[src/go_back_n_sender_core_defines.svh]
// ----------------------------------------------------------------------------
// go_back_n_sender_core_defines
// Assertion macros for the go-back-n sender core, used by gbn_back.
// ----------------------------------------------------------------------------
`ifndef GO_BACK_N_SENDER_CORE_DEFINES_SVH
`define GO_BACK_N_SENDER_CORE_DEFINES_SVH

// property checked on every clock edge outside reset
`define GBN_ASSERT(lbl, prop, msg) \
  lbl: assert property (@(posedge clk) disable iff (rst) prop) else $error(msg);

// property checked on every clock edge, reset included
`define GBN_ASSERT_ALWAYS(lbl, prop, msg) \
  lbl: assert property (@(posedge clk) prop) else $error(msg);

`endif

[src/gbn_pkg.sv]
// ----------------------------------------------------------------------------
// gbn_pkg
// Types and sizing constants for the go-back-n sender core.
// ----------------------------------------------------------------------------
package gbn_pkg;

  // sequence space, window and data word
  localparam int SEQ_SPACE    = 16;
  localparam int WINDOW_SIZE  = 8;
  localparam int PAYLOAD_BITS = 32;

  localparam int SEQ_W = $clog2(SEQ_SPACE);
  // holds any count up to the sequence space or the window size
  localparam int LEN_W = $clog2(((SEQ_SPACE > WINDOW_SIZE) ? SEQ_SPACE : WINDOW_SIZE) + 1);

  // request codes on the input channel
  typedef enum logic [1:0] {
    REQ_SEND    = 2'd0,
    REQ_ACK     = 2'd1,
    REQ_TIMEOUT = 2'd2
  } req_type_t;

  // retransmission timer commands
  typedef enum logic [1:0] {
    TMR_NONE    = 2'd0,
    TMR_START   = 2'd1,
    TMR_RESTART = 2'd2,
    TMR_STOP    = 2'd3
  } timer_cmd_t;

  // classified commands passed from front to back
  typedef enum logic [1:0] {
    CMD_SEND,
    CMD_ACK,
    CMD_TIMEOUT,
    CMD_IGNORE
  } cmd_op_t;

  // source of the packet data word in a result
  typedef enum logic [1:0] {
    PL_ZERO,
    PL_CMD,
    PL_STORE
  } pl_sel_t;

  typedef struct packed {
    cmd_op_t                 op;
    logic [SEQ_W-1:0]        ack_num;
    logic [PAYLOAD_BITS-1:0] payload;
  } cmd_t;

endpackage

[src/gbn_front.sv]
// ----------------------------------------------------------------------------
// gbn_front
// Input side: takes request transfers and classifies them into commands.
// ----------------------------------------------------------------------------
module gbn_front (
  input  logic                           in_valid,
  output logic                           in_stall,
  input  logic [1:0]                     req_type,
  input  logic [gbn_pkg::PAYLOAD_BITS-1:0] payload,
  input  logic [gbn_pkg::SEQ_W-1:0]      ack_num,
  input  logic                           ack_ok,
  input  logic                           q_full,
  output logic                           q_push,
  output gbn_pkg::cmd_t                  q_cmd
);
  import gbn_pkg::*;

  // stall while the queue has no room
  assign in_stall = q_full;
  assign q_push   = in_valid && !q_full;

  // classify the request; bad acks and unknown codes change nothing
  always_comb begin
    q_cmd.ack_num = ack_num;
    q_cmd.payload = payload;
    unique case (req_type)
      REQ_SEND:    q_cmd.op = CMD_SEND;
      REQ_ACK:     q_cmd.op = ack_ok ? CMD_ACK : CMD_IGNORE;
      REQ_TIMEOUT: q_cmd.op = CMD_TIMEOUT;
      default:     q_cmd.op = CMD_IGNORE;
    endcase
  end

endmodule

[src/gbn_queue.sv]
// ----------------------------------------------------------------------------
// gbn_queue
// Two-entry command queue between the front and back parts.
// ----------------------------------------------------------------------------
module gbn_queue (
  input  logic          clk,
  input  logic          rst,
  input  logic          push,
  input  gbn_pkg::cmd_t push_cmd,
  output logic          full,
  input  logic          pop,
  output logic          head_valid,
  output gbn_pkg::cmd_t head_cmd
);
  import gbn_pkg::*;

  cmd_t       entry [2];
  logic       wr_ptr;
  logic       rd_ptr;
  logic [1:0] count;

  assign full       = (count == 2'd2);
  assign head_valid = (count != 2'd0);
  assign head_cmd   = entry[rd_ptr];

  // pointers and fill level
  always_ff @(posedge clk) begin
    if (rst) begin
      wr_ptr <= 1'b0;
      rd_ptr <= 1'b0;
      count  <= 2'd0;
    end else begin
      if (push) wr_ptr <= !wr_ptr;
      if (pop)  rd_ptr <= !rd_ptr;
      if (push && !pop)      count <= count + 2'd1;
      else if (pop && !push) count <= count - 2'd1;
    end
  end

  // entry storage
  always_ff @(posedge clk) begin
    if (push) entry[wr_ptr] <= push_cmd;
  end

endmodule

[src/gbn_back.sv]
// ----------------------------------------------------------------------------
// gbn_back
// Window state, packet store, resend walker and the result register.
// ----------------------------------------------------------------------------
`include "go_back_n_sender_core_defines.svh"

module gbn_back (
  input  logic                             clk,
  input  logic                             rst,
  input  logic                             cmd_valid,
  input  gbn_pkg::cmd_t                    cmd,
  output logic                             cmd_pop,
  output logic                             out_valid,
  input  logic                             out_stall,
  output logic                             accepted,
  output logic                             pkt_valid,
  output logic [gbn_pkg::SEQ_W-1:0]        pkt_seq,
  output logic [gbn_pkg::PAYLOAD_BITS-1:0] pkt_payload,
  output logic [1:0]                       timer_cmd,
  output logic                             window_full,
  output logic                             last
);
  import gbn_pkg::*;

  localparam logic [SEQ_W:0] SEQ_LEN = (SEQ_W + 1)'(SEQ_SPACE);
  localparam logic [SEQ_W:0] WIN_MOD = (SEQ_W + 1)'(WINDOW_SIZE % SEQ_SPACE);
  localparam logic [LEN_W-1:0] WIN_LEN = LEN_W'(WINDOW_SIZE);
  localparam logic [LEN_W-1:0] SPACE_LEN = LEN_W'(SEQ_SPACE);
  localparam logic [LEN_W-1:0] ONE_LEN = LEN_W'(1);

  // window state
  logic [SEQ_W-1:0] base, base_next;
  logic [SEQ_W-1:0] next_seq, next_seq_next;
  logic             full, full_next;

  // resend walker
  logic             walking, walking_next;
  logic [SEQ_W-1:0] walk_seq, walk_seq_next;
  logic [LEN_W-1:0] walk_left, walk_left_next;

  // packet store
  logic [PAYLOAD_BITS-1:0] store [SEQ_SPACE];
  logic                    store_we;

  // result being built this cycle
  logic             load, load_ok;
  logic             res_acc, res_pkt, res_full, res_last;
  logic [SEQ_W-1:0] res_seq;
  timer_cmd_t       res_timer;
  pl_sel_t          res_sel;

  // derived window values
  logic [SEQ_W:0]   base_plus_sum, ack_sum, span;
  logic [SEQ_W-1:0] base_plus_w, ack_base;
  logic [LEN_W-1:0] outstanding, resend_len;

  function automatic logic [SEQ_W-1:0] seq_inc(input logic [SEQ_W-1:0] s);
    logic [SEQ_W:0] t;
    t = {1'b0, s} + (SEQ_W + 1)'(1);
    seq_inc = (t == SEQ_LEN) ? '0 : t[SEQ_W-1:0];
  endfunction

  // window limit, new base on an ack and the resend length
  always_comb begin
    base_plus_sum = {1'b0, base} + WIN_MOD;
    base_plus_w   = (base_plus_sum >= SEQ_LEN) ? SEQ_W'(base_plus_sum - SEQ_LEN)
                                               : base_plus_sum[SEQ_W-1:0];
    ack_sum  = {1'b0, cmd.ack_num} + (SEQ_W + 1)'(1);
    ack_base = (ack_sum >= SEQ_LEN) ? SEQ_W'(ack_sum - SEQ_LEN) : ack_sum[SEQ_W-1:0];
    span     = (next_seq >= base) ? ({1'b0, next_seq} - {1'b0, base})
                                  : ({1'b0, next_seq} + SEQ_LEN - {1'b0, base});
    outstanding = LEN_W'(span);
    if (outstanding == '0 && full) outstanding = SPACE_LEN;
    resend_len = (outstanding > WIN_LEN) ? WIN_LEN : outstanding;
  end

  assign load_ok = !out_valid || !out_stall;

  // command execution and result selection
  always_comb begin
    base_next      = base;
    next_seq_next  = next_seq;
    full_next      = full;
    walking_next   = walking;
    walk_seq_next  = walk_seq;
    walk_left_next = walk_left;
    cmd_pop   = 1'b0;
    load      = 1'b0;
    store_we  = 1'b0;
    res_acc   = 1'b0;
    res_pkt   = 1'b0;
    res_full  = full;
    res_last  = 1'b1;
    res_seq   = '0;
    res_timer = TMR_NONE;
    res_sel   = PL_ZERO;
    if (walking) begin
      if (load_ok) begin
        load           = 1'b1;
        res_pkt        = 1'b1;
        res_seq        = walk_seq;
        res_sel        = PL_STORE;
        res_last       = (walk_left == ONE_LEN);
        walk_seq_next  = seq_inc(walk_seq);
        walk_left_next = walk_left - ONE_LEN;
        if (walk_left == ONE_LEN) walking_next = 1'b0;
      end
    end else if (cmd_valid && load_ok) begin
      cmd_pop = 1'b1;
      load    = 1'b1;
      unique case (cmd.op)
        CMD_SEND: begin
          if (!full) begin
            store_we      = 1'b1;
            res_acc       = 1'b1;
            res_pkt       = 1'b1;
            res_seq       = next_seq;
            res_sel       = PL_CMD;
            res_timer     = (base == next_seq) ? TMR_START : TMR_NONE;
            next_seq_next = seq_inc(next_seq);
            full_next     = (next_seq_next == base_plus_w);
            res_full      = full_next;
          end
        end
        CMD_ACK: begin
          base_next = ack_base;
          full_next = 1'b0;
          res_full  = 1'b0;
          res_timer = (ack_base != next_seq) ? TMR_RESTART : TMR_STOP;
        end
        CMD_TIMEOUT: begin
          res_timer = TMR_RESTART;
          if (resend_len != '0) begin
            res_pkt  = 1'b1;
            res_seq  = base;
            res_sel  = PL_STORE;
            res_last = (resend_len == ONE_LEN);
            if (resend_len != ONE_LEN) begin
              walking_next   = 1'b1;
              walk_seq_next  = seq_inc(base);
              walk_left_next = resend_len - ONE_LEN;
            end
          end
        end
        CMD_IGNORE: begin
          res_full = full;
        end
      endcase
    end
  end

  // control registers
  always_ff @(posedge clk) begin
    if (rst) begin
      base      <= '0;
      next_seq  <= '0;
      full      <= 1'b0;
      walking   <= 1'b0;
      out_valid <= 1'b0;
    end else begin
      base     <= base_next;
      next_seq <= next_seq_next;
      full     <= full_next;
      walking  <= walking_next;
      if (load)            out_valid <= 1'b1;
      else if (!out_stall) out_valid <= 1'b0;
    end
  end

  always_ff @(posedge clk) begin
    walk_seq  <= walk_seq_next;
    walk_left <= walk_left_next;
  end

  // packet store write
  always_ff @(posedge clk) begin
    if (store_we) store[next_seq] <= cmd.payload;
  end

  // result register; a stored word is read straight into it
  always_ff @(posedge clk) begin
    if (load) begin
      accepted    <= res_acc;
      pkt_valid   <= res_pkt;
      pkt_seq     <= res_seq;
      timer_cmd   <= res_timer;
      window_full <= res_full;
      last        <= res_last;
      unique case (res_sel)
        PL_CMD:   pkt_payload <= cmd.payload;
        PL_STORE: pkt_payload <= store[res_seq];
        default:  pkt_payload <= '0;
      endcase
    end
  end

  `GBN_ASSERT(a_full_at_limit, full |-> (next_seq == base_plus_w), "full flag off the window limit")
  `GBN_ASSERT(a_no_pop_in_walk, walking |-> !cmd_pop, "command taken during a resend")
  `GBN_ASSERT(a_walk_ends, (walking && load && walk_left == ONE_LEN) |=> !walking, "resend overran")
  `GBN_ASSERT(a_accept_packet, (out_valid && accepted) |-> pkt_valid, "accepted send with no packet")
  `GBN_ASSERT_ALWAYS(a_reset_idle, rst |=> (!out_valid && !walking && !full), "busy after reset")

endmodule

[src/go_back_n_sender_core.sv]
// ----------------------------------------------------------------------------
// go_back_n_sender_core
// Go-back-n sender window: sends, cumulative acks and timeout resends.
// ----------------------------------------------------------------------------
// usage
//   input channel: in_valid / in_stall with req_type, payload, ack_num, ack_ok;
//   a request is a send, an ack (ack_ok marks a good checksum) or a timeout
//   output channel: out_valid / out_stall with one result per transfer;
//   last marks the final result of a request
//   a send, an ack, a bad ack or an unknown code gives one result; a timeout
//   gives one result per outstanding packet, up to WINDOW_SIZE (one if none
//   is outstanding), one per cycle unless out_stall holds them, read from the
//   packet store; with the queue empty and no resend running, a request goes
//   into the queue, then its first result into the result register; a
//   two-entry queue sits between the request decoder and the window logic,
//   so requests keep coming in while a result waits or a resend runs
//   reset clears the window (base and next sequence zero, not full), the
//   queue and the result valid flag; the packet store is left as it is
//   while out_stall is high with a result waiting, the result holds and no
//   further command is executed; in_stall rises once the queue is full
// ----------------------------------------------------------------------------
module go_back_n_sender_core (
  input  logic                             clk,
  input  logic                             rst,
  input  logic                             in_valid,
  output logic                             in_stall,
  input  logic [1:0]                       req_type,
  input  logic [gbn_pkg::PAYLOAD_BITS-1:0] payload,
  input  logic [gbn_pkg::SEQ_W-1:0]        ack_num,
  input  logic                             ack_ok,
  output logic                             out_valid,
  input  logic                             out_stall,
  output logic                             accepted,
  output logic                             pkt_valid,
  output logic [gbn_pkg::SEQ_W-1:0]        pkt_seq,
  output logic [gbn_pkg::PAYLOAD_BITS-1:0] pkt_payload,
  output logic [1:0]                       timer_cmd,
  output logic                             window_full,
  output logic                             last
);
  import gbn_pkg::*;

  logic q_full, q_push, q_pop, head_valid;
  cmd_t push_cmd, head_cmd;

  // request decode
  gbn_front u_front (
    .in_valid (in_valid),
    .in_stall (in_stall),
    .req_type (req_type),
    .payload  (payload),
    .ack_num  (ack_num),
    .ack_ok   (ack_ok),
    .q_full   (q_full),
    .q_push   (q_push),
    .q_cmd    (push_cmd)
  );

  // command queue
  gbn_queue u_queue (
    .clk        (clk),
    .rst        (rst),
    .push       (q_push),
    .push_cmd   (push_cmd),
    .full       (q_full),
    .pop        (q_pop),
    .head_valid (head_valid),
    .head_cmd   (head_cmd)
  );

  // window logic and result register
  gbn_back u_back (
    .clk         (clk),
    .rst         (rst),
    .cmd_valid   (head_valid),
    .cmd         (head_cmd),
    .cmd_pop     (q_pop),
    .out_valid   (out_valid),
    .out_stall   (out_stall),
    .accepted    (accepted),
    .pkt_valid   (pkt_valid),
    .pkt_seq     (pkt_seq),
    .pkt_payload (pkt_payload),
    .timer_cmd   (timer_cmd),
    .window_full (window_full),
    .last        (last)
  );

endmodule

[config.mk]
export PLATFORM = sky130hd
export DESIGN_NAME = go_back_n_sender_core
export DESIGN_NICKNAME = d
export VERILOG_FILES = /design/src/gbn_pkg.sv /design/src/gbn_front.sv /design/src/gbn_queue.sv /design/src/gbn_back.sv /design/src/go_back_n_sender_core.sv
export VERILOG_INCLUDE_DIRS = /design/src /design/src/src
export SDC_FILE = /design/constraint.sdc
export NUM_CORES = 1
export LEC_CHECK = 0
export ABC_AREA = 1
export BUFFER_PORTS_ARGS = -buffer_cell sky130_fd_sc_hd__buf_2
export CORE_MARGIN = 2
export CORE_UTILIZATION = 45
export DETAILED_ROUTE_END_ITERATION = 7
export PLACE_DENSITY = 0.59
export SYNTH_ARGS = -nofsm -noshare
export SYNTH_HDL_FRONTEND = slang
export SYNTH_SLANG_ARGS = --single-unit
[constraint.sdc]
create_clock -name clk -period 11.5 [get_ports clk]
set_input_delay 3.45 -clock clk [delete_from_list [all_inputs] [get_ports clk]]
set_output_delay 3.45 -clock clk [all_outputs]
set_load 0.02 [all_outputs]
==> summary.txt, run 1 <==
Timing
  – Post-route clock period utilization: 0.5880
  – Final hold vios: 0
  – Clk_skew: 0.02419 ns
  – Final setup fails: 0
  – Actual slew at the worst max-slew pin: 1.119 ns
  – Final WS setup: 4.738 ns
  – Slew Limit Fails: 0
  – RSZ-0062 raised after global routing: false
  – Max Clock Freq: 0.1479 GHz
  – Max transition margin: 0.2543
  – Post-route minimum period: 6.762 ns
  – Setup TNS: 0 ns

Finish
  – Antenna cells: 0
  – Multi-input gate area: 6790 sq um
  – Register area: 19510 sq um
  – # fillers: 5044
  – Area growth syn-to-layout: 11.75%
  – Share of cells above drive strength 1: 0.1264
  – Fin nets: 2272

Logic synthesis
  – Net Count, Synth: 2226
  – Commonest cells post-synth: nand3_1, edfxtp_1, nand2_1, buf_4, a21oi_1
  – Register area share after synthesis: 0.7195
  – Async SR Flop Fraction: 0
  – Synth Instances: 2160
  – Share of the synthesized area in the top cell type: 0.7076
  – Syn Std Cell Area: 27120 sq um
  – Yosys top cell by area: edfxtp_1
  – YS warnings: 0
  – Post-synth EDFFs: 639
  – Synth cell types: 36
  – Synth Flop Type: edfxtp_1
  – Seq cells post-synth: 655
  – Most frequent cell after synthesis: nand3_1
  – Syn_area_per_cell: 12.55 sq um
  – Top cells by area, synth: edfxtp_1, nand3_1, nand2_1

Clocking
  – Clock tree sinks: 655
  – Max Buffers Root-to-Sink: 3
  – TritonCTS clock tree: built
  – # Post-CTS Setup Buffers: 0
  – Resized Gates After CTS: 0
  – H-tree lvl count: 3
  – Cts bufs inserted: 68
  – CTS Root Cell: clkbuf_16
  – Worst-path clk slew: 0.06 ns
  – Worst skew pair latency: 0.61 ns
  – Hold Buf Count CTS: 0

Routing
  – Per-cell routed wire length: 23.41 um
  – Overall routed net length: 70860 um
  – Initial DRC count: 1824
  – Final ANT Viol Nets: 0
  – Vias: 17570
  – Drt pass-1 iters: 7
  – Vias per cell: 5.805
  – DRC viols: 0

Global routing
  – Initial antenna violation count: 1
  – Largest net degree at the start of global routing: 129
  – Met3 Usage GRT: 0.03525
  – Gr ovfl total: 0
  – Number of global-route vias before repair: 17480
  – Global-route wire length before repair: 106800 um
  – Met2 usage: 0.3738
  – Gr usage total: 0.2268
  – Layer with the highest usage: met2
  – Met1 usage: 0.3006

Placed design
  – DP HPWL: 34700 um
  – Port buffer count: 86
  – Routability cong.: 0.7964
  – Place WS: 4.027 ns

Die
  – Ports: 87
  – Starting density of the core: 0.4577
  – Die height: 249.5 um
  – Die area: 62240 sq um
  – Rows: 89
  – Placeable Area: 59240 sq um
  – Chip width: 249.5 um

Outcome
  – Status: complete, no violations

Run
  – Max-cap violations: 0

Power and ir drop
  – Leakage power: 0.01039 uW
  – Worst vdd ir: 0.0001496 V
  – Pwr/cell area: 242.0 nW/um^2

Critical path
  – R2R setup slack: 5.61 ns
  – Crit path capture type: flop
  – Crit-path cells: buf_2 -> nand2_1 -> inv_1 -> a21oi_2 -> inv_1 -> nor2_2 -> inv_2 -> nor2_4 -> nand2_8 -> nand2_8 -> buf_4 -> nand2_1 -> nand3_1 -> nand3_1 -> nand3_1 -> nand3_1 -> a21oi_1
  – Crit-path max FO: 120
  – Startpoint types: input pin
  – WS Path Type: input pin to flop
  – CP most frequent cell: nand3_1
  – Critical path arrival: 7.19 ns
  – Slowest CP cell: buf_4
  – Max incr delay on CP: 0.73 ns
  – Critical Path RT: 11.93 ns

Min path
  – Min-delay worst type: flop to flop
==> metrics by stage <==
step / instances / total power, uW / utilization / instance area, sq um / hold slack (ns)
global placement: 2909 / 5219 / 0.4759 / 28190 / 0.4569
CTS: 3027 / 7383 / 0.5115 / 30300 / 0.4784
detailed placement: 2909 / 5260 / 0.4759 / 28190 / 0.4655
finish: 3027 / 7332 / 0.5115 / 30300 / 0.4765
floorplan: 2160 / 4569 / - / 27120 / 0.4474
global route: 3027 / 7682 / 0.5115 / 30300 / 0.5150
==> final cells by class <==
type                            count  area share
Clock buffer                       90     0.06099
Clock inverter                     28    0.008588
Inverter                           53    0.006565
Multi-Input combinational cell   1304      0.2241
Sequential cell                   655      0.6438
Tap cell                          773     0.03192
Timing Repair Buffer              124     0.02403
==> logic make-up after synthesis <==
logic type,Yosys count,synth area share
DFF,655,0.7195
muxes,37,0.01527
xor gates and xnor gates,16,0.005168
and+or+nand+nor,1132,0.1927
buffers and inverters,201,0.03756
AOI/OAI and AO/OA,96,0.01896
adders and majority gates,23,0.01089
==> layout by cell type, fill, tap and decap left out, types with 31 or more instances in the layout <==
cell type and instances:
edfxtp_1 639, mux2_2 35, buf_4 37, buf_2 86, nand3_1 745, o21ai_0 31, a21oi_1 51, clkbuf_16 71
nand2_1 337, inv_1 50
==> path summary, 6_finish.rpt <==
check,start,to,cells past startpoint
worst min register to register,u_queue.rd_ptr,flop,2
worst min-delay path,u_queue.rd_ptr,flop,2
worst max register to register,u_back.next_seq[0],u_back.pkt_payload[28],21
worst max-delay path,out_stall,u_back.pkt_payload[28],17
==> layer usage <==
layer,vias to the layer above,routed length [um]
met5,-,14
met4,2,2492
met3,156,4732
met2,651,34180
met1,8757,29440
li1,8006,-
==> worst max-delay path: cells and delay by family <==
kind	cells	cell delay, ns
buffers and inverters	5	1.11
AO/OA/AOI/OAI	2	0.37
AND/OR/NAND/NOR	10	2.11
==> where the power goes <==
part           leakage [uW]  internal [uW]  switching, uW  total [uW]
Clock               0.00103           1220            904        2130
Combinational       0.00341            555           1510        2060
Sequential          0.00594           3060           86.6        3150
Total                0.0104           4840           2500        7330
==> registers in the layout, indices dropped and copies added, names as in the netlist, 4 cells and up, named ones only <==
name                count
u_back.walk_left        5
u_back.store          512
u_back.walk_seq         4
u_back.pkt_payload     32
u_queue.entry          76
u_back.pkt_seq          4
u_back.next_seq         4
u_back.base             4
Note: power is estimated with default switching activity, not from simulation.
==> inputs of run 2 (changes only) <==
- clock period: 11.5 -> 7 ns (I/O delays scaled with it)
==> run 2 against run 1 <==
  * Clock power is 74% higher
  * First-iteration DRC count is 4.4% lower
  * Flip-flop and latch count stayed put
  * Core utilization is 0.52 points higher
  * Global-route usage is 0.11 points higher
  * Non-clock buffer count is 11 higher
  * Final area is 1.0% higher
  * Die area stayed put
==> summary.txt, run 2 (synthesis gave the netlist of run 1 again) <==
Outcome
  – Status: complete, no violations

Clocking
  – Max Buffers Root-to-Sink: 3
  – H-tree lvl count: 3
  – Clock tree sinks: 655
  – CTS Root Cell: clkbuf_16
  – Worst-path clk slew: 0.06 ns
  – TritonCTS clock tree: built
  – # Post-CTS Setup Buffers: 0
  – Resized Gates After CTS: 0
  – Hold Buf Count CTS: 0
  – Worst skew pair latency: 0.61 ns
  – Cts bufs inserted: 71

Timing
  – Final hold vios: 0
  – RSZ-0062 raised after global routing: false
  – Max Clock Freq: 0.1870 GHz
  – Max transition margin: 0.2626
  – Post-route minimum period: 5.346 ns
  – Actual slew at the worst max-slew pin: 1.106 ns
  – Post-route clock period utilization: 0.7638
  – Clk_skew: 0.02182 ns
  – Final WS setup: 1.654 ns
  – Setup TNS: 0 ns
  – Slew Limit Fails: 0
  – Final setup fails: 0

Finish
  – Register area: 19510 sq um
  – Most common cell after layout, fill and taps aside: nand3_1
  – Antenna cells: 0
  – Multi-input gate area: 6790 sq um
  – Fin nets: 2286
  – Max FFs per register: 512
  – Biggest register: u_back.store
  – Share of cells above drive strength 1: 0.1331
  – Area growth syn-to-layout: 12.89%
  – # fillers: 5092
  – Most frequent cells in the layout: nand3_1, edfxtp_1, nand2_1
  – Top flop regs: u_back.store: 512 flops, u_queue.entry: 76 flops, u_back.pkt_payload: 32 flops

Routing
  – Per-cell routed wire length: 23.30 um
  – Top sig layer: met4
  – Final ANT Viol Nets: 0
  – Vias per cell: 5.779
  – Vias: 17630
  – Drt pass-1 iters: 5
  – M1 WL: 29780 um
  – Overall routed net length: 71060 um
  – DR WL met3: 4978 um
  – Initial DRC count: 1744
  – Met2 routed WL: 34180 um
  – DRC viols: 0

Die
  – Rows: 89
  – Chip width: 249.5 um
  – Starting density of the core: 0.4577
  – Die area: 62240 sq um
  – Ports: 87
  – Placeable Area: 59240 sq um
  – Die height: 249.5 um

Global routing
  – Gr ovfl total: 0
  – Largest net degree at the start of global routing: 130
  – Number of global-route vias before repair: 17790
  – Initial antenna violation count: 1
  – Global-route wire length before repair: 107800 um
  – Gr usage total: 0.2280

Power and ir drop
  – Net Sw Power: 4140 uW
  – Clock power share: 0.302
  – Int Pwr: 8110 uW
  – Worst vdd ir: 0.0002545 V
  – Leakage power: 0.01054 uW
  – Pwr/cell area: 400.1 nW/um^2
  – Sw Share: 0.3379
  – Seq pwr share: 0.422
  – Comb pwr share: 0.276

Critical path
  – Startpoint types: flop
  – Critical path arrival: 5.78 ns
  – Slowest CP cell: nand2_8
  – Crit-path cells: inv_1 -> ha_1 -> fa_1 -> xnor2_1 -> nor2_1 -> nor2_2 -> nand2_1 -> or2_2 -> ha_1 -> nand4_1 -> nand3_1 -> nand2_1 -> nand2_8 -> nand2_8 -> buf_4 -> nand2_1 -> nand3_1 -> nand3_1 -> nand3_1 -> nand3_1 -> a21oi_1
  – Crit path capture type: flop
  – Reg2reg path depth: 21
  – Crit-path max FO: 97
  – Max incr delay on CP: 0.66 ns
  – Critical Path RT: 7.43 ns
  – CP most frequent cell: nand3_1
  – WS Path Type: flop to flop

Placed design
  – Routability cong.: 0.8432
  – Port buffer count: 86
  – DP HPWL: 37120 um
  – Place WS: 1.457 ns

Min path
  – Number of cells on the worst hold path: 2
  – Min-delay worst type: flop to flop

Run
  – Max-cap violations: 0
[run 2: metrics by stage]
stage          cells  total power (uW)  hold WS, ns    util  instance area, sq um
2_1_floorplan   2160              7506       0.4474       -                 27120
3_3_place_gp    2920              8593       0.4575  0.4782                 28330
6_report        3050             12250       0.4850  0.5167                 30610
3_5_place_dp    2920              8642       0.4623  0.4782                 28330
5_1_grt         3050             12830       0.5227  0.5167                 30610
4_1_cts         3050             12340       0.4782  0.5167                 30610
[run 2: power groups by stage]
stage / clock network [uW] / logic, uW / registers (uW)
after floorplan: 0 / 2140 / 5360
after global placement: 0 / 3350 / 5240
after detailed placement: 0 / 3390 / 5250
after CTS: 3760 / 3410 / 5170
after global routing: 3900 / 3730 / 5200
final: 3700 / 3390 / 5170
[run 2: cell type report]
type | count | share of cell area
timing repair buffer | 135 | 0.02812
clock buffer | 93 | 0.06213
inverter | 53 | 0.006499
clock inverter | 37 | 0.01251
tap | 773 | 0.03159
multi-input combinational | 1304 | 0.2218
sequential | 655 | 0.6373
[run 2: critical path, delay by kind of cell (launching register included)]
family | cells | cell delay [ns]
AOI/OAI and AO/OA | 1 | 0.19
adders and majority gates | 3 | 0.92
and+or+nand+nor | 14 | 2.53
xor gates and xnor gates | 1 | 0.33
buffers and inverters | 2 | 0.61
DFF | 1 | 0.48
[run 2: per-layer routing]
layer | vias up | global-route usage
met5 | - | 0
met3 | 136 | 0.03348
li1 | 8052 | -
met2 | 689 | 0.3733
met4 | 0 | 0.08468
met1 | 8748 | 0.3104
[run 2: worst paths after layout]
| check | startpoint | to | slack [ns] |
|---|---|---|---|
| worst max-delay path | u_back.next_seq[0] | u_back.pkt_payload[20] | 1.65 |
| worst min-delay path | u_queue.rd_ptr | flop | 0.49 |
| worst max register to register | u_back.next_seq[0] | u_back.pkt_payload[20] | 1.65 |
| worst min register to register | u_queue.rd_ptr | flop | 0.49 |
